`config.mk`:
```
export PLATFORM = sky130hd
export DESIGN_NAME = orm_ctrl
export DESIGN_NICKNAME = d
export VERILOG_FILES = /design/src/hdl/orm_pkg.sv /design/src/hdl/orm_ctrl.sv
export SDC_FILE = /design/constraint.sdc
export NUM_CORES = 1
export LEC_CHECK = 0
export BUFFER_PORTS_ARGS = -buffer_cell sky130_fd_sc_hd__buf_2
export CAP_MARGIN = 0
export CORE_AREA = 10 10 47 49
export DETAILED_ROUTE_END_ITERATION = 8
export DIE_AREA = 0 0 57 59
export PLACE_DENSITY = 0.55
export SLEW_MARGIN = 40
export SYNTH_ARGS = -nofsm -noshare
export SYNTH_HDL_FRONTEND = slang
export SYNTH_SLANG_ARGS = --single-unit
export TNS_END_PERCENT = 50
```
`constraint.sdc`:
```
create_clock -name clk -period 1.9 [get_ports clk]
set_input_delay 0.475 -clock clk [delete_from_list [all_inputs] [get_ports clk]]
set_output_delay 0.475 -clock clk [all_outputs]
set_load 0.02 [all_outputs]
```
`src/hdl/orm_pkg.sv`:
```
`default_nettype none
package orm_pkg;
	localparam int ID_W          = 10;
	localparam int ID_COUNT      = 1 << ID_W;
	localparam int CAP_W         = 5;
	localparam logic [CAP_W-1:0] CAP_RESET = 5'd16;
	localparam int LOAD_W        = 11;
	localparam int DATA_W        = 16;
	localparam int MAX_REQ_DEF   = 1024;
	localparam int MAX_SLOTS_DEF = 16;

	typedef struct packed {
		logic clr;
		logic ld;
		logic br;
		logic bl;
		logic bw;
		logic fr;
		logic fc;
		logic scan;
		logic evict;
		logic finish;
	} cmd_t;

	typedef struct packed {
		logic clr_done;
		logic idx_one;
		logic idx_last;
		logic hit;
		logic fill_ok;
		logic scan_done;
		logic out_free;
	} sts_t;
endpackage
`default_nettype wire

```
`src/hdl/orm_ctrl.sv`:
```
`default_nettype none
module orm_ctrl (
	input  wire           clk,
	input  wire           arst_n,
	input  wire           s_tvalid,
	input  wire           s_tlast,
	output logic          s_tready,
	input  orm_pkg::sts_t sts,
	output orm_pkg::cmd_t cmd
);
	import orm_pkg::*;

	localparam logic [3:0] ST_CLEAR = 4'd0;
	localparam logic [3:0] ST_LOAD  = 4'd1;
	localparam logic [3:0] ST_BR    = 4'd2;
	localparam logic [3:0] ST_BL    = 4'd3;
	localparam logic [3:0] ST_BW    = 4'd4;
	localparam logic [3:0] ST_FR    = 4'd5;
	localparam logic [3:0] ST_FC    = 4'd6;
	localparam logic [3:0] ST_SCAN  = 4'd7;
	localparam logic [3:0] ST_EVICT = 4'd8;
	localparam logic [3:0] ST_DONE  = 4'd9;

	logic [3:0] state_q, state_d;

	always_ff @(posedge clk or negedge arst_n) begin
		if (!arst_n) begin
			state_q <= ST_CLEAR;
		end else begin
			state_q <= state_d;
		end
	end

	always_comb begin
		state_d  = state_q;
		cmd      = '0;
		s_tready = 1'b0;
		case (state_q)
			ST_CLEAR: begin
				cmd.clr = 1'b1;
				if (sts.clr_done) state_d = ST_LOAD;
			end
			ST_LOAD: begin
				s_tready = 1'b1;
				cmd.ld   = s_tvalid;
				if (s_tvalid && s_tlast) state_d = ST_BR;
			end
			ST_BR: begin
				cmd.br  = 1'b1;
				state_d = ST_BL;
			end
			ST_BL: begin
				cmd.bl  = 1'b1;
				state_d = ST_BW;
			end
			ST_BW: begin
				cmd.bw  = 1'b1;
				state_d = sts.idx_one ? ST_FR : ST_BR;
			end
			ST_FR: begin
				cmd.fr  = 1'b1;
				state_d = ST_FC;
			end
			ST_FC: begin
				cmd.fc = 1'b1;
				if (sts.hit || sts.fill_ok) begin
					state_d = sts.idx_last ? ST_DONE : ST_FR;
				end else begin
					state_d = ST_SCAN;
				end
			end
			ST_SCAN: begin
				cmd.scan = 1'b1;
				if (sts.scan_done) state_d = ST_EVICT;
			end
			ST_EVICT: begin
				cmd.evict = 1'b1;
				state_d   = sts.idx_last ? ST_DONE : ST_FR;
			end
			ST_DONE: begin
				cmd.finish = sts.out_free;
				if (sts.out_free) state_d = ST_LOAD;
			end
			default: state_d = ST_CLEAR;
		endcase
	end
endmodule
`default_nettype wire

```
==> impl_metrics.ini <==
[cts]
cts_buffers = 3
clk-insertion-delay-late_ns = 0.24
cts.htree.levels = 1
tritoncts = built
post_cts_buffers = 0
clk_root_buffer_cell = clkbuf_4
cts_num_sinks = 4
cts_buffer_depth = 2
cts.reportedPaths.clkPinSlew_ns = 0.04

[routing]
detail_route.vias_per_cell = 5.280
firstDrtPassIters = 4
postRouteAntennaNets = 0
routed-via-count = 491
dr.first_iter.drc_count = 14
route.detailed.drc = 0
routedWlPerCell_um = 14.75
wirelength_mm = 1.372

[logic_synthesis]
yosys_warnings = 0
postSynth.topFlopCell = dfrtp_1
synthArstFlopShare_pct = 100.0
synth-seq-area-share_pct = 25.56
synthesis.nets = 64
syn-instance-count = 53
synth-edff-count = 0
syn_area_um2 = 391.6
synth-seq-cells = 4
synth_area_per_cell_um2 = 7.389
synth.distinct_cells = 28

[worst_setup_path]
worst_path_required_time_ns = 1.42
critical_path.max_fanout = 8
end_kind = output port
worst_path_arrival_time_ns = 1.35
worstSetupStartpointType = flop
critical_setup_path_kind = flop to output port

[timing]
setup_clock_skew_after_layout_ns = 0.009546
hold_slack_ns = 0.03013
rsz0062_at_grt = yes
maxSlewViolCount = 0
finalSetupTns_ns = 0
fmax_mhz = 548.9
period_needed_ns = 1.822
worst_slew_margin_rel_pct = 83.76
finalHoldViolCount = 0
worst_slack_ns = 0.07833
finalSetupViolCount = 0
layout_worst_path_cycle_share_pct = 95.88
worst_pin_slew_ns = 0.2418

[layout]
area_growth_syn_to_layout_pct = 47.92
final_net_count = 90
reg_top3 = state_q (4)
insertedDiodeCount = 0
final_area_um2 = 579.3
utilization_pct = 41.34
largest_register_ff_count = 4
post_route_cells_drive_above_1_share_pct = 46.75
top_register = state_q

[run_status]
run_status = finished clean

[hold_path]
hold_class = primary input to asynchronous set/reset pin

[place]
routabilityCongestion = 0.7704
pre_cts_ws_ns = 0.2263
half_perimeter_wire_length_after_placement_mm = 1.036
numPortBuffers = 21
postPlaceCellArea_um2 = 520.5

[grt]
globalRouteTotalUtil_pct = 7.969
grt_first_pass_wirelength_mm = 2.235
gr-total-overflow = 0
number_of_global_route_vias_before_repair = 509
grt_start_max_net_pins = 13
antenna_found_initial = 0

[pwr]
p_int_uw = 464.4
power.leakage_uw = 0.0002899
irDropWorstVdd_mv = 0.6630
cellPowerDensity_nw_per_um2 = 1599
sequentialPowerShare_pct = 22.5
p_sw_share_pct = 49.86
portion_of_total_power_attributed_to_combinational_logic_pct = 65.7
power.switching_uw = 461.8
clkPwrFrac_pct = 11.9

[floorplanning]
initial_utilization_pct = 27.95
die_span_in_x_um = 57
core_area_um2 = 1401
die-area_um2 = 3363
design.portCount = 22
die_h_um = 59
placementRows = 14

[job]
number_of_maximum_capacitance_constraint_violations = 0
-- final timing paths --
check	cells past startpoint	start	endpoint	slack, ns
setup / recovery	3	state_q[1]$_DFFE_PN0P_	cmd[5]	0.08
hold / removal	1	arst_n	state_q[1]$_DFFE_PN0P_	0.03
setup reg to reg	5	state_q[2]$_DFFE_PN0P_	state_q[0]$_DFFE_PN0P_	0.23
hold reg to reg	3	state_q[2]$_DFFE_PN0P_	state_q[3]$_DFFE_PN0P_	0.62
max in group asynchronous	1	arst_n	state_q[0]$_DFFE_PN0P_	1.72
min in group clk	2	sts[0]	state_q[3]$_DFFE_PN0P_	0.48
-- synthesized netlist by cell type, drive strengths merged, types with 2 or more instances --
| library cell | number | area (um^2) |
|---|---|---|
| nor2 | 8 | 30.03 |
| and3 | 4 | 25.02 |
| buf | 2 | 18.77 |
| o22ai | 2 | 12.51 |
| a21oi | 5 | 25.02 |
| nand2 | 2 | 7.510 |
| clkbuf | 2 | 7.510 |
| o21ai | 3 | 15.01 |
| nand2b | 2 | 12.51 |
| dfrtp | 4 | 100.1 |
| nor2b | 3 | 18.77 |
-- routing by layer --
| metal | vias to the layer above | part of all wire, % | global-route usage (%) |
|---|---|---|---|
| met5 | - | 0 | 0 |
| met4 | 0 | 0 | 3.020 |
| met3 | 0 | 8.2 | 3.004 |
| met2 | 25 | 45 | 12.40 |
| met1 | 222 | 46 | 9.677 |
| li1 | 244 | - | - |
-- per-stage QoR --
| step | std cells | power, uW |
|---|---|---|
| floorplan | 53 | 576.6 |
| global placement | 90 | 752.8 |
| detailed placement | 90 | 754.3 |
| CTS | 93 | 891.1 |
| global route | 93 | 1019 |
| finish | 93 | 926.2 |
-- placed cells by master, fill, tap and decap left out, types with 2 or more instances in the layout --
| cell type | count |
|---|---|
| buf_4 | 4 |
| o21ai_0 | 3 |
| buf_2 | 21 |
| dfrtp_1 | 2 |
| nand2_1 | 2 |
| nand2b_1 | 2 |
| o22ai_1 | 2 |
| and3_1 | 4 |
| dfrtp_2 | 2 |
| nor2b_2 | 2 |
| nor2_1 | 7 |
| a21oi_1 | 5 |
| clkbuf_4 | 3 |
-- kinds of logic (layout without fill, tap and decap cells) --
| family | count (synthesis) | count (layout) | synth area share, % |
|---|---|---|---|
| buffers and inverters | 6 | 30 | 8.626 |
| AND/OR/NAND/NOR | 27 | 27 | 38.98 |
| AO/OA/AOI/OAI | 16 | 16 | 26.84 |
| flip-flops | 4 | 4 | 25.56 |
-- layout make-up --
cell class / instances / area (um^2)
flip-flops and latches: 4 / 102.6
well taps: 16 / 20.02
clock buffers: 3 / 22.52
inverters: 2 / 7.507
fillers: 162 / 822.0
repair buffers: 25 / 135.1
multi-input cells: 43 / 291.5
-- power by group through the flow --
stage                     Clock [uW]  Sequential [uW]  Combinational (uW)
after floorplan                    0              145                 431
after global placement             0              180                 573
after detailed placement           0              183                 572
after CTS                        115              193                 583
after global routing             125              218                 676
final                            110              208                 608
-- what timing repair did --
item                       in CTS  in global routing
setup endpoints to repair       6                  9
pin swaps                       0                  0
gates resized for setup         3                  6
hold buffers                    0                  0
-- critical path, cell delays in order, from the launching register on --
cell     delay (ns)
dfrtp_2        0.47
buf_4          0.19
nor4b_2        0.25
buf_2          0.20
Note: power is estimated with default switching activity, not from simulation.
